### src/sv/dtts_pkg.sv
// Shared types, constants and unit-word lookup for the duration text parser.
// No dependencies; the scanner, the adder and the top level use this package.
`default_nettype none

package dtts_pkg;

    // Longest unit word kept; longer words are unknown
    localparam int MAX_UNIT_LETTERS = 7;
    // Longest word in the unit table
    localparam int TABLE_LETTERS    = 7;

    localparam int NUM_W  = 63;
    localparam int MULT_W = 25;
    localparam int LO_W   = 32;
    localparam int HI_W   = NUM_W - LO_W;
    localparam int PROD_W = NUM_W + MULT_W;

    localparam logic [MULT_W-1:0] SECS_SEC   = MULT_W'(1);
    localparam logic [MULT_W-1:0] SECS_MIN   = MULT_W'(60);
    localparam logic [MULT_W-1:0] SECS_HOUR  = MULT_W'(60 * 60);
    localparam logic [MULT_W-1:0] SECS_DAY   = MULT_W'(24 * 60 * 60);
    localparam logic [MULT_W-1:0] SECS_WEEK  = MULT_W'(7 * 24 * 60 * 60);
    localparam logic [MULT_W-1:0] SECS_MONTH = MULT_W'(30 * 24 * 60 * 60);
    localparam logic [MULT_W-1:0] SECS_YEAR  = MULT_W'(365 * 24 * 60 * 60);

    typedef enum logic [2:0] {
        ST_OK       = 3'd0,
        ST_EMPTY    = 3'd1,
        ST_NODIGIT  = 3'd2,
        ST_NUMBIG   = 3'd3,
        ST_UNKNOWN  = 3'd4,
        ST_TOTALBIG = 3'd5
    } t_status;

    typedef enum logic [2:0] {
        UNIT_NONE,
        UNIT_SEC,
        UNIT_MIN,
        UNIT_HOUR,
        UNIT_DAY,
        UNIT_WEEK,
        UNIT_MONTH,
        UNIT_YEAR
    } t_unit;

    // Control flags that travel with one parse event down the pipeline
    typedef struct packed {
        logic close;     // a part is closed by this event
        logic too_big;   // that part's number exceeded 2^63-1
        logic nodigit;   // a part start without a digit follows
        logic last;      // end of text: deliver a result
        logic any;       // at least one part closed in this text
    } t_tag;

    typedef struct packed {
        t_tag             tag;
        t_unit            unit;
        logic [NUM_W-1:0] num;
    } t_evt;

    // Match a unit word; letter 0 sits in the low byte of w
    function automatic t_unit unit_lookup(input logic [8*TABLE_LETTERS-1:0] w,
                                          input logic [4:0] len);
        logic [7:0]  c0, c1, c2, c3, c4, c5, c6;
        logic [15:0] w2;
        logic [23:0] w3;
        logic [31:0] w4;
        logic [39:0] w5;
        logic [47:0] w6;
        logic [55:0] w7;
        t_unit       u;
        c0 = w[7:0];
        c1 = w[15:8];
        c2 = w[23:16];
        c3 = w[31:24];
        c4 = w[39:32];
        c5 = w[47:40];
        c6 = w[55:48];
        w2 = {c0, c1};
        w3 = {c0, c1, c2};
        w4 = {c0, c1, c2, c3};
        w5 = {c0, c1, c2, c3, c4};
        w6 = {c0, c1, c2, c3, c4, c5};
        w7 = {c0, c1, c2, c3, c4, c5, c6};
        u  = UNIT_NONE;
        case (len)
            5'd0: u = UNIT_SEC;
            5'd1: begin
                case (c0)
                    "s":     u = UNIT_SEC;
                    "m":     u = UNIT_MIN;
                    "h":     u = UNIT_HOUR;
                    "d":     u = UNIT_DAY;
                    "w":     u = UNIT_WEEK;
                    "y":     u = UNIT_YEAR;
                    default: u = UNIT_NONE;
                endcase
            end
            5'd2: begin
                if (w2 == "mo") u = UNIT_MONTH;
            end
            5'd3: begin
                case (w3)
                    "sec":   u = UNIT_SEC;
                    "min":   u = UNIT_MIN;
                    "day":   u = UNIT_DAY;
                    default: u = UNIT_NONE;
                endcase
            end
            5'd4: begin
                case (w4)
                    "hour":  u = UNIT_HOUR;
                    "days":  u = UNIT_DAY;
                    "week":  u = UNIT_WEEK;
                    "year":  u = UNIT_YEAR;
                    default: u = UNIT_NONE;
                endcase
            end
            5'd5: begin
                case (w5)
                    "hours": u = UNIT_HOUR;
                    "weeks": u = UNIT_WEEK;
                    "month": u = UNIT_MONTH;
                    "years": u = UNIT_YEAR;
                    default: u = UNIT_NONE;
                endcase
            end
            5'd6: begin
                case (w6)
                    "second": u = UNIT_SEC;
                    "minute": u = UNIT_MIN;
                    "months": u = UNIT_MONTH;
                    default:  u = UNIT_NONE;
                endcase
            end
            5'd7: begin
                case (w7)
                    "seconds": u = UNIT_SEC;
                    "minutes": u = UNIT_MIN;
                    default:   u = UNIT_NONE;
                endcase
            end
            default: u = UNIT_NONE;
        endcase
        return u;
    endfunction

    // Seconds of one unit; zero for an unknown word
    function automatic logic [MULT_W-1:0] unit_secs(input t_unit u);
        logic [MULT_W-1:0] s;
        case (u)
            UNIT_SEC:   s = SECS_SEC;
            UNIT_MIN:   s = SECS_MIN;
            UNIT_HOUR:  s = SECS_HOUR;
            UNIT_DAY:   s = SECS_DAY;
            UNIT_WEEK:  s = SECS_WEEK;
            UNIT_MONTH: s = SECS_MONTH;
            UNIT_YEAR:  s = SECS_YEAR;
            default:    s = '0;
        endcase
        return s;
    endfunction

endpackage

`default_nettype wire

### src/sv/dtts_if.sv
// Valid/ready channel interfaces for the duration text parser.
// Depends on nothing; used by the top level and its submodules.
`default_nettype none

interface dtts_in_if;
    logic       valid;
    logic       ready;
    logic       kind;
    logic [7:0] char_code;

    modport source (output valid, kind, char_code, input ready);
    modport sink   (input valid, kind, char_code, output ready);
endinterface

interface dtts_out_if;
    logic        valid;
    logic        ready;
    logic [62:0] total_seconds;
    logic [2:0]  status;

    modport source (output valid, total_seconds, status, input ready);
    modport sink   (input valid, total_seconds, status, output ready);
endinterface

`default_nettype wire

### src/sv/dtts_parse.sv
// Character front end: scans one byte per cycle while the adder is ready, and
// emits part-close, no-digit and end events. Depends on dtts_pkg and dtts_in_if.
`default_nettype none

module dtts_parse #(
    parameter int MAX_UNIT_LETTERS = dtts_pkg::MAX_UNIT_LETTERS
) (
    input  wire logic          i_clk,
    input  wire logic          i_rst_n,
    dtts_in_if.sink            i_in,
    input  wire logic          i_evt_ready,
    output logic               o_evt_valid,
    output dtts_pkg::t_evt     o_evt
);

    localparam int LW = $clog2(MAX_UNIT_LETTERS + 2);
    localparam int NW = dtts_pkg::NUM_W;
    localparam int TL = dtts_pkg::TABLE_LETTERS;

    typedef enum logic [2:0] {
        PH_START,
        PH_NUMBER,
        PH_GAP,
        PH_UNIT,
        PH_FAILED
    } t_phase;

    t_phase          r_phase, n_phase;
    logic [NW-1:0]   r_num, n_num;
    logic            r_big, n_big;
    logic [7:0]      r_letters [MAX_UNIT_LETTERS];
    logic [LW-1:0]   r_ulen, n_ulen;
    logic            r_any, n_any;

    logic            accept;
    logic [7:0]      c;
    logic            is_sp, is_dg, is_lt;
    logic [NW+3:0]   n10;
    logic            add, close, start, nodig, last;
    logic [8*TL-1:0] window;

    assign accept     = i_in.valid && i_evt_ready;
    assign i_in.ready = i_evt_ready;
    assign c          = i_in.char_code;

    // Classify the byte
    assign is_sp = (c == 8'd32) || (c >= 8'd9 && c <= 8'd13);
    assign is_dg = (c >= 8'd48) && (c <= 8'd57);
    assign is_lt = (c >= 8'd65 && c <= 8'd90) || (c >= 8'd97 && c <= 8'd122);

    // Next decimal value: 10 * n + digit, four guard bits for overflow
    assign n10 = ({4'b0, r_num} << 3) + ({4'b0, r_num} << 1) + (NW + 4)'(c[3:0]);

    // First table-length letters of the unit word
    always_comb begin
        for (int i = 0; i < TL; i++) begin
            window[8*i +: 8] = r_letters[i];
        end
    end

    // Advance the scan state on each transfer
    always_comb begin
        n_phase = r_phase;
        n_num   = r_num;
        n_big   = r_big;
        n_ulen  = r_ulen;
        n_any   = r_any;
        add     = 1'b0;
        close   = 1'b0;
        start   = 1'b0;
        nodig   = 1'b0;
        last    = 1'b0;
        if (accept) begin
            if (i_in.kind) begin
                last    = 1'b1;
                close   = (r_phase == PH_NUMBER) || (r_phase == PH_GAP) ||
                          (r_phase == PH_UNIT);
                n_phase = PH_START;
                n_ulen  = '0;
            end else begin
                unique case (r_phase)
                    PH_START: start = 1'b1;
                    PH_NUMBER: begin
                        if (is_dg) begin
                            if (r_big || (|n10[NW+3:NW])) begin
                                n_big = 1'b1;
                            end else begin
                                n_num = n10[NW-1:0];
                            end
                        end else if (is_sp) begin
                            n_phase = PH_GAP;
                        end else if (is_lt) begin
                            add = 1'b1;
                        end else begin
                            close = 1'b1;
                            start = 1'b1;
                        end
                    end
                    PH_GAP: begin
                        if (is_lt) begin
                            add = 1'b1;
                        end else if (!is_sp) begin
                            close = 1'b1;
                            start = 1'b1;
                        end
                    end
                    PH_UNIT: begin
                        if (is_lt) begin
                            add = 1'b1;
                        end else begin
                            close = 1'b1;
                            start = 1'b1;
                        end
                    end
                    PH_FAILED: ;
                    default: ;
                endcase
            end

            // Collect a unit letter; the count saturates one past the limit
            if (add) begin
                n_phase = PH_UNIT;
                if (r_ulen <= LW'(MAX_UNIT_LETTERS)) begin
                    n_ulen = r_ulen + LW'(1);
                end
            end

            // Open the next part, or flag a part with no leading digit
            if (start) begin
                if (is_sp) begin
                    n_phase = PH_START;
                end else if (is_dg) begin
                    n_num   = NW'(c[3:0]);
                    n_big   = 1'b0;
                    n_ulen  = '0;
                    n_phase = PH_NUMBER;
                end else begin
                    nodig   = 1'b1;
                    n_phase = PH_FAILED;
                end
            end

            n_any = last ? 1'b0 : (r_any || close);
        end
    end

    // Build the event for the arithmetic pipeline
    always_comb begin
        o_evt_valid         = accept && (close || nodig || last);
        o_evt.tag.close     = close;
        o_evt.tag.too_big   = r_big;
        o_evt.tag.nodigit   = nodig;
        o_evt.tag.last      = last;
        o_evt.tag.any       = r_any || close;
        o_evt.unit          = dtts_pkg::unit_lookup(window, 5'(r_ulen));
        o_evt.num           = r_num;
    end

    // Hold scan control state
    always_ff @(posedge i_clk) begin
        if (!i_rst_n) begin
            r_phase <= PH_START;
            r_ulen  <= '0;
            r_any   <= 1'b0;
            r_big   <= 1'b0;
        end else begin
            r_phase <= n_phase;
            r_ulen  <= n_ulen;
            r_any   <= n_any;
            r_big   <= n_big;
        end
    end

    // Hold number and unit letters
    always_ff @(posedge i_clk) begin
        r_num <= n_num;
        for (int i = 0; i < MAX_UNIT_LETTERS; i++) begin
            if (add && (r_ulen == LW'(i))) begin
                r_letters[i] <= c;
            end
        end
    end

endmodule

`default_nettype wire

### src/sv/dtts_accum.sv
// Arithmetic back end: unit multiply in two halves, overflow checks, running
// total, first-error latch and the result register. Depends on dtts_pkg.
`default_nettype none

module dtts_accum (
    input  wire logic          i_clk,
    input  wire logic          i_rst_n,
    input  wire logic          i_evt_valid,
    input  dtts_pkg::t_evt     i_evt,
    output logic               o_evt_ready,
    dtts_out_if.source         o_out
);

    localparam int NW = dtts_pkg::NUM_W;
    localparam int MW = dtts_pkg::MULT_W;
    localparam int LO = dtts_pkg::LO_W;
    localparam int HI = dtts_pkg::HI_W;
    localparam int PW = dtts_pkg::PROD_W;

    // Stage 1: event as parsed
    logic               r_s1_v;
    dtts_pkg::t_evt     r_s1;
    // Stage 2: partial products
    logic               r_s2_v;
    dtts_pkg::t_tag     r_s2_tag;
    logic               r_s2_uok;
    logic [LO+MW-1:0]   r_s2_lo;
    logic [HI+MW-1:0]   r_s2_hi;
    // Stage 3: full product
    logic               r_s3_v;
    dtts_pkg::t_tag     r_s3_tag;
    logic               r_s3_uok;
    logic [NW-1:0]      r_s3_prod;
    logic               r_s3_povf;
    // Accumulator
    logic [NW-1:0]      r_tot, n_tot;
    dtts_pkg::t_status  r_err, n_err;
    // Result register
    logic               r_out_v;
    logic [NW-1:0]      r_out_tot;
    dtts_pkg::t_status  r_out_st;

    logic               out_free, s3_go, s3_rdy, s2_rdy, s1_rdy;
    logic [MW-1:0]      mult;
    logic [PW-1:0]      full;
    logic [NW:0]        sum;
    dtts_pkg::t_status  res_st;

    // Stage handshake: only an end event waits for the result register
    assign out_free    = !r_out_v || o_out.ready;
    assign s3_go       = r_s3_v && (!r_s3_tag.last || out_free);
    assign s3_rdy      = !r_s3_v || s3_go;
    assign s2_rdy      = !r_s2_v || s3_rdy;
    assign s1_rdy      = !r_s1_v || s2_rdy;
    assign o_evt_ready = s1_rdy;

    assign mult = dtts_pkg::unit_secs(r_s1.unit);
    assign full = {r_s2_hi, LO'(0)} + PW'(r_s2_lo);
    assign sum  = {1'b0, r_tot} + {1'b0, r_s3_prod};

    // Close a part: first error wins, then a stray byte, then the end
    always_comb begin
        n_tot  = r_tot;
        n_err  = r_err;
        if (r_err == dtts_pkg::ST_OK && r_s3_tag.close) begin
            if (r_s3_tag.too_big) begin
                n_err = dtts_pkg::ST_NUMBIG;
            end else if (!r_s3_uok) begin
                n_err = dtts_pkg::ST_UNKNOWN;
            end else if (r_s3_povf || sum[NW]) begin
                n_err = dtts_pkg::ST_TOTALBIG;
            end else begin
                n_tot = sum[NW-1:0];
            end
        end
        if (n_err == dtts_pkg::ST_OK && r_s3_tag.nodigit) begin
            n_err = dtts_pkg::ST_NODIGIT;
        end
        res_st = (n_err == dtts_pkg::ST_OK && !r_s3_tag.any) ? dtts_pkg::ST_EMPTY : n_err;
    end

    // Advance stage valids, accumulator and result valid
    always_ff @(posedge i_clk) begin
        if (!i_rst_n) begin
            r_s1_v  <= 1'b0;
            r_s2_v  <= 1'b0;
            r_s3_v  <= 1'b0;
            r_tot   <= '0;
            r_err   <= dtts_pkg::ST_OK;
            r_out_v <= 1'b0;
        end else begin
            if (s1_rdy) r_s1_v <= i_evt_valid;
            if (s2_rdy) r_s2_v <= r_s1_v;
            if (s3_rdy) r_s3_v <= r_s2_v;
            if (s3_go) begin
                if (r_s3_tag.last) begin
                    r_tot <= '0;
                    r_err <= dtts_pkg::ST_OK;
                end else begin
                    r_tot <= n_tot;
                    r_err <= n_err;
                end
            end
            if (s3_go && r_s3_tag.last) begin
                r_out_v <= 1'b1;
            end else if (o_out.ready) begin
                r_out_v <= 1'b0;
            end
        end
    end

    // Move stage payloads
    always_ff @(posedge i_clk) begin
        if (s1_rdy) r_s1 <= i_evt;
        if (s2_rdy) begin
            r_s2_tag <= r_s1.tag;
            r_s2_uok <= (r_s1.unit != dtts_pkg::UNIT_NONE);
            r_s2_lo  <= r_s1.num[LO-1:0] * mult;
            r_s2_hi  <= r_s1.num[NW-1:LO] * mult;
        end
        if (s3_rdy) begin
            r_s3_tag  <= r_s2_tag;
            r_s3_uok  <= r_s2_uok;
            r_s3_prod <= full[NW-1:0];
            r_s3_povf <= |full[PW-1:NW];
        end
        if (s3_go && r_s3_tag.last) begin
            r_out_tot <= n_tot;
            r_out_st  <= res_st;
        end
    end

    assign o_out.valid         = r_out_v;
    assign o_out.total_seconds = r_out_tot;
    assign o_out.status        = r_out_st;

endmodule

`default_nettype wire

### src/sv/duration_text_to_seconds_top.sv
// Duration text to seconds: top level joining the scanner and the adder.
// Depends on dtts_pkg, dtts_if, dtts_parse and dtts_accum.
//
// Usage:
//   i_in carries one transfer per text byte (kind = 0, char_code = byte)
//   and one end marker (kind = 1) after the last byte. Parts are a decimal
//   number, optional spaces and an optional unit word (s, m, h, d, w, mo,
//   y and their long forms). o_out carries one result per end marker:
//   total_seconds and status (ok, empty, no leading digit, number overflow,
//   unknown unit, total overflow); the first error of a text is reported.
//   Throughput: one byte or end marker per cycle while the receiver takes results.
//   Path: an end marker passes the event register, the 32x25 and 31x25
//   halves of the unit multiply, the product combine, then the
//   running-total add into the result register.
//   When the receiver stalls, the result register holds its value and
//   bytes keep flowing until an end marker reaches the adder; the pipeline
//   then fills and i_in.ready drops.
//   Reset (synchronous, active low) clears the scan state, running total,
//   error latch and all valids; the block takes bytes in the next cycle.
`default_nettype none

module duration_text_to_seconds_top #(
    parameter int MAX_UNIT_LETTERS = dtts_pkg::MAX_UNIT_LETTERS
) (
    input  wire logic  i_clk,
    input  wire logic  i_rst_n,
    dtts_in_if.sink    i_in,
    dtts_out_if.source o_out
);

    logic           evt_valid;
    logic           evt_ready;
    dtts_pkg::t_evt evt;

    // Scan bytes into part events
    dtts_parse #(
        .MAX_UNIT_LETTERS(MAX_UNIT_LETTERS)
    ) u_parse (
        .i_clk       (i_clk),
        .i_rst_n     (i_rst_n),
        .i_in        (i_in),
        .i_evt_ready (evt_ready),
        .o_evt_valid (evt_valid),
        .o_evt       (evt)
    );

    // Multiply, sum and report
    dtts_accum u_accum (
        .i_clk       (i_clk),
        .i_rst_n     (i_rst_n),
        .i_evt_valid (evt_valid),
        .i_evt       (evt),
        .o_evt_ready (evt_ready),
        .o_out       (o_out)
    );

    // An empty text reports a zero total
    a_empty_zero: assert property (@(posedge i_clk) disable iff (!i_rst_n)
        o_out.valid && (o_out.status == 3'(dtts_pkg::ST_EMPTY))
        |-> (o_out.total_seconds == '0))
        else $error("empty result with nonzero total");

    // Status stays within the defined codes
    a_status_range: assert property (@(posedge i_clk) disable iff (!i_rst_n)
        o_out.valid |-> (o_out.status <= 3'(dtts_pkg::ST_TOTALBIG)))
        else $error("undefined status code");

    // Reset drops any pending result
    a_reset_clear: assert property (@(posedge i_clk)
        !i_rst_n |=> !o_out.valid)
        else $error("result valid after reset");

endmodule

`default_nettype wire
### src/flat_wrapper.sv
// flat-port wrapper written by rule: the top's interface ports become plain ports
module duration_text_to_seconds_top_flat 
#(
    parameter int MAX_UNIT_LETTERS = dtts_pkg::MAX_UNIT_LETTERS
)
  (i_clk, i_rst_n, i_in_valid, i_in_kind, i_in_char_code, i_in_ready, o_out_valid, o_out_total_seconds, o_out_status, o_out_ready);
  dtts_in_if i_in_i ();
  dtts_out_if o_out_i ();
  input  wire logic i_clk;
  input  wire logic i_rst_n;
  input wire logic [$bits(i_in_i.valid)-1:0] i_in_valid;
  input wire logic [$bits(i_in_i.kind)-1:0] i_in_kind;
  input wire logic [$bits(i_in_i.char_code)-1:0] i_in_char_code;
  output wire logic [$bits(i_in_i.ready)-1:0] i_in_ready;
  output wire logic [$bits(o_out_i.valid)-1:0] o_out_valid;
  output wire logic [$bits(o_out_i.total_seconds)-1:0] o_out_total_seconds;
  output wire logic [$bits(o_out_i.status)-1:0] o_out_status;
  input wire logic [$bits(o_out_i.ready)-1:0] o_out_ready;
  assign i_in_i.valid = i_in_valid;
  assign i_in_i.kind = i_in_kind;
  assign i_in_i.char_code = i_in_char_code;
  assign i_in_ready = i_in_i.ready;
  assign o_out_valid = o_out_i.valid;
  assign o_out_total_seconds = o_out_i.total_seconds;
  assign o_out_status = o_out_i.status;
  assign o_out_i.ready = o_out_ready;
  duration_text_to_seconds_top #(.MAX_UNIT_LETTERS(MAX_UNIT_LETTERS)) u_core (.i_clk(i_clk), .i_rst_n(i_rst_n), .i_in(i_in_i), .o_out(o_out_i));
endmodule
### config.mk
export PLATFORM = sky130hd
export DESIGN_NAME = duration_text_to_seconds_top_flat
export DESIGN_NICKNAME = d
export VERILOG_FILES = /design/src/sv/dtts_pkg.sv /design/src/sv/dtts_if.sv /design/src/sv/dtts_parse.sv /design/src/sv/dtts_accum.sv /design/src/sv/duration_text_to_seconds_top.sv /design/src/flat_wrapper.sv
export SDC_FILE = /design/constraint.sdc
export NUM_CORES = 2
export LEC_CHECK = 0
export BUFFER_PORTS_ARGS = -buffer_cell sky130_fd_sc_hd__buf_4
export CAP_MARGIN = 10
export CORE_MARGIN = 2
export CORE_UTILIZATION = 48
export CTS_CLUSTER_SIZE = 10
export DETAILED_ROUTE_END_ITERATION = 8
export GPL_TIMING_DRIVEN = 0
export HOLD_SLACK_MARGIN = 0.12
export PLACE_DENSITY = 0.66
export SYNTH_ARGS = -nofsm -noshare
export SYNTH_HDL_FRONTEND = slang
export SYNTH_SLANG_ARGS = --single-unit
### constraint.sdc
create_clock -name i_clk -period 8.3 [get_ports i_clk]
set_input_delay 2.075 -clock i_clk [delete_from_list [all_inputs] [get_ports i_clk]]
set_output_delay 2.075 -clock i_clk [all_outputs]
set_load 0.1 [all_outputs]
==> impl_metrics.csv <==
group,metric,value,unit
place,dpl_worst_slack,-3.57,ns
grt,gr-usage-all-layers,0.294,
sta,fin_crit_sh,0.991,
place,finalWeightedCongestion,1.02,
sta,fmax,122,MHz
routing,drt-vias-per-instance,5.56,
layout,fin_nets,9806,
sta,final.setup.worst_slack,0.0721,ns
sta,timing.slew.headroom,0.269,
critical_path,cp_common_cell,"fa_1",
layout,layout-drive-gt1-share,0.0878,
floorplan,core_area,154000,sq um
place,place_area,77500,sq um
floorplan,chipHeight,397,microns
logic_synthesis,synth-seq-cells,524,
critical_path,critPathArrivalTime,8.60,ns
logic_synthesis,synth_area_leaders,"fa_1 31%, edfxtp_1 18%, ha_1 13%",
routing,ant_nets,0,
power_and_ir_drop,p_leak,42.1,nW
floorplan,rows,144,
logic_synthesis,async_flop_share,0,
critical_path,slowest_stage,"fa_2",
hold_path,hp-class,"flop to flop",
grt,grt_pass1_wl,349000,microns
clock_tree,cts_buffers,66,
sta,hold_ws,0.416,ns
critical_path,path_class,"flop to flop",
logic_synthesis,avgSynthCellArea,9.71,sq um
clock_tree,cts_tree,"built",
floorplan,die_area,158000,sq um
floorplan,start_util,0.482,
logic_synthesis,synth-main-ff-cell,"edfxtp_1",
grt,gr-total-overflow,0,
routing,drc,0,
routing,drtPass1Iterations,8,
sta,worst_pin_slew,1.07,ns
critical_path,worst-path-buf-inv,7,
logic_synthesis,synth_most_common_cell,"inv_1",
clock_tree,path_clk_slew,0.05,ns
logic_synthesis,yosysWarnings,0,
routing,num_vias,55500,
floorplan,fp.dieW,397,microns
logic_synthesis,synth_fp_nets,9587,
sta,fin_worst_skew,0.0506,ns
logic_synthesis,syn_area,74200,sq um
power_and_ir_drop,powerDensity,83.1,nW/um^2
clock_tree,clk_latency,0.69,ns
layout,area_growth,10.8,%
layout,final_area,82200,sq um
job,maxCapViolations,0,
grt,grt_max_degree,72,
logic_synthesis,synth_top_area_frac,0.312,
clock_tree,cts_hold_buffers,0,
logic_synthesis,synth_edf_count,445,
clock_tree,cts_root_buf,"clkbuf_16",
status,status,"finished clean",
grt,antenna_found_initial,13,
clock_tree,htreeDepth,3,
critical_path,crit_path_max_incr_delay,0.67,ns
clock_tree,clock_path_buffers,3,
sta,tns,0,ns
logic_synthesis,synthCells,7644,
place,dpl.hpwl,191000,microns
power_and_ir_drop,ir_worst_vdd,0.128,mV
layout,layoutNonFillerInstCount,9971,
sta,rsz0062_at_grt,"yes",
logic_synthesis,synthDistinctLibCells,86,
sta,maxSlewViolCount,0,
routing,drtIter0Drc,4618,
logic_synthesis,synthTopCellsByCount,"1659 x inv_1, 1157 x fa_1, 773 x ha_1, 537 x nand2_1, 534 x nor2_1",
critical_path,end_kind,"flop",
sta,timing.final.hold_violations,0,
critical_path,critical_path.top_delay_family,"adder cells",
routing,totalWireLength,229000,microns
layout,final.fill_count,14000,
logic_synthesis,synth_area_leader_cell,"fa_1",
sta,setup_violations,0,
critical_path,startpoint_type,"flop",
routing,routedWlPerCell,23.0,microns
sta,finalCriticalPeriod,8.23,ns
grt,grt_pass1_vias,57300,
logic_synthesis,ys_seq_area_frac,0.201,
place,io_buffers,79,
clock_tree,cts_sinks,524,
place,dp_cells,9775,
floorplan,ioPinCount,81,
critical_path,path_max_fanout,11,
critical_path,critical_path_required,8.67,ns
## worst register-to-register path: stages (launching register included)
cell and delay, ns:
edfxtp_1 0.32, buf_4 0.20, clkbuf_8 0.21, clkbuf_2 0.40, clkbuf_2 0.53, and3_1 0.26
ha_1 0.25, fa_1 0.45, fa_1 0.51, fa_2 0.67, fa_1 0.45, fa_1 0.49
inv_1 0.05, fa_1 0.58, inv_1 0.10, ha_4 0.25, and4_2 0.26, and3_1 0.22
a2111oi_4 0.33, buf_4 0.19, nor2_4 0.05, a31oi_4 0.23, a31oi_4 0.15, a211o_1 0.34
a31oi_4 0.27, xnor2_4 0.16
## final cells by class
cell class | count | area (sq um) | area share
inverter | 1660 | 6240 | 0.0759
tap | 2044 | 2560 | 0.0311
antenna | 13 | 32.5 | 0.000396
clock buffer | 105 | 1850 | 0.0225
timing repair buffer | 165 | 1440 | 0.0175
clock inverter | 14 | 255 | 0.00311
sequential | 524 | 14900 | 0.182
buffer | 239 | 1640 | 0.0200
multi-input combinational | 5207 | 53200 | 0.648
## report_power, final
| group | total, mW | leakage [nW] | internal [mW] | switching (mW) |
|---|---|---|---|---|
| Combinational | 0.978 | 35.8 | 0.366 | 0.612 |
| Clock | 2.77 | 1.00 | 1.59 | 1.18 |
| Sequential | 3.08 | 5.34 | 2.95 | 0.134 |
## repair_timing
action	CTS	global route
cloned	1	1
gates resized for setup	380	251
endpoints found under the hold margin	0	0
setup endpoints to repair	81	39
pin swaps	28	77
setup buffers	40	36
## cells by family after synthesis
family	count (synthesis)	share of synthesized area
AO/OA/AOI/OAI	1028	0.0907
XOR/XNOR	268	0.0316
adder cells (fa/ha/maj)	1933	0.443
buffers and inverters	1913	0.0970
flip-flops	524	0.201
multiplexers	111	0.0159
AND/OR/NAND/NOR	1867	0.120
## cell usage in the layout (no fill, tap or decap), types with 85 or more instances in the layout
| master | count |
|---|---|
| a21o_1 | 156 |
| a21oi_1 | 289 |
| and2_1 | 199 |
| and3_1 | 172 |
| buf_4 | 162 |
| clkbuf_1 | 159 |
| edfxtp_1 | 445 |
| fa_1 | 1127 |
| ha_1 | 745 |
| inv_1 | 1634 |
| nand2_1 | 493 |
| nand3_1 | 97 |
| nor2_1 | 500 |
| o21ai_0 | 169 |
| xnor2_1 | 177 |
| xor2_1 | 85 |
## sequential cells by signal, indices dropped and copies added, names as in the netlist, 3 cells and up
| name | count |
|---|---|
| u_core.u_accum.r_s1 | 71 |
| u_core.u_accum.o_out.total_seconds | 63 |
| u_core.u_accum.r_s3_prod | 63 |
| u_core.u_accum.r_tot | 63 |
| u_core.u_parse.r_num | 63 |
| u_core.u_accum.r_s2_lo | 57 |
| u_core.u_accum.r_s2_hi | 56 |
| u_core.u_parse.r_letters | 56 |
| u_core.u_accum.r_s2_tag | 5 |
| u_core.u_accum.r_s3_tag | 5 |
| u_core.u_parse.r_ulen | 4 |
| u_core.u_accum.o_out.status | 3 |
| u_core.u_accum.r_err | 3 |
| u_core.u_parse.r_phase | 3 |
## per-layer routing
layer | track usage | share of wire | vias up
met1 | 0.395 | 0.42 | 27600
met4 | 0.125 | 0.046 | 10
li1 | - | - | 25100
met5 | 0 | 0.00020 | -
met2 | 0.464 | 0.45 | 2280
met3 | 0.0604 | 0.086 | 489
## metrics by stage
| stage | utilization | total power [mW] |
|---|---|---|
| final | 0.534 | 6.83 |
| after floorplan | - | 3.75 |
| after global routing | 0.534 | 7.11 |
| after global placement | 0.503 | 4.05 |
| after detailed placement | 0.504 | 4.07 |
| after CTS | 0.527 | 6.86 |
## path summary, 6_finish.rpt
kind	slack (ns)	to	from	depth (start not counted)
max	0.07	u_core.u_accum.r_s2_lo[55]$_DFFE_PP_	u_core.u_accum.r_s1[64]$_DFFE_PN_	25
min	0.42	u_core.u_accum.r_s3_prod[2]$_DFFE_PP_	u_core.u_accum.r_s2_lo[2]$_DFFE_PP_	0
max reg2reg	0.07	u_core.u_accum.r_s2_lo[55]$_DFFE_PP_	u_core.u_accum.r_s1[64]$_DFFE_PN_	25
min reg2reg	0.42	u_core.u_accum.r_s3_prod[2]$_DFFE_PP_	u_core.u_accum.r_s2_lo[2]$_DFFE_PP_	0
Note: power is estimated with default switching activity, not from simulation.
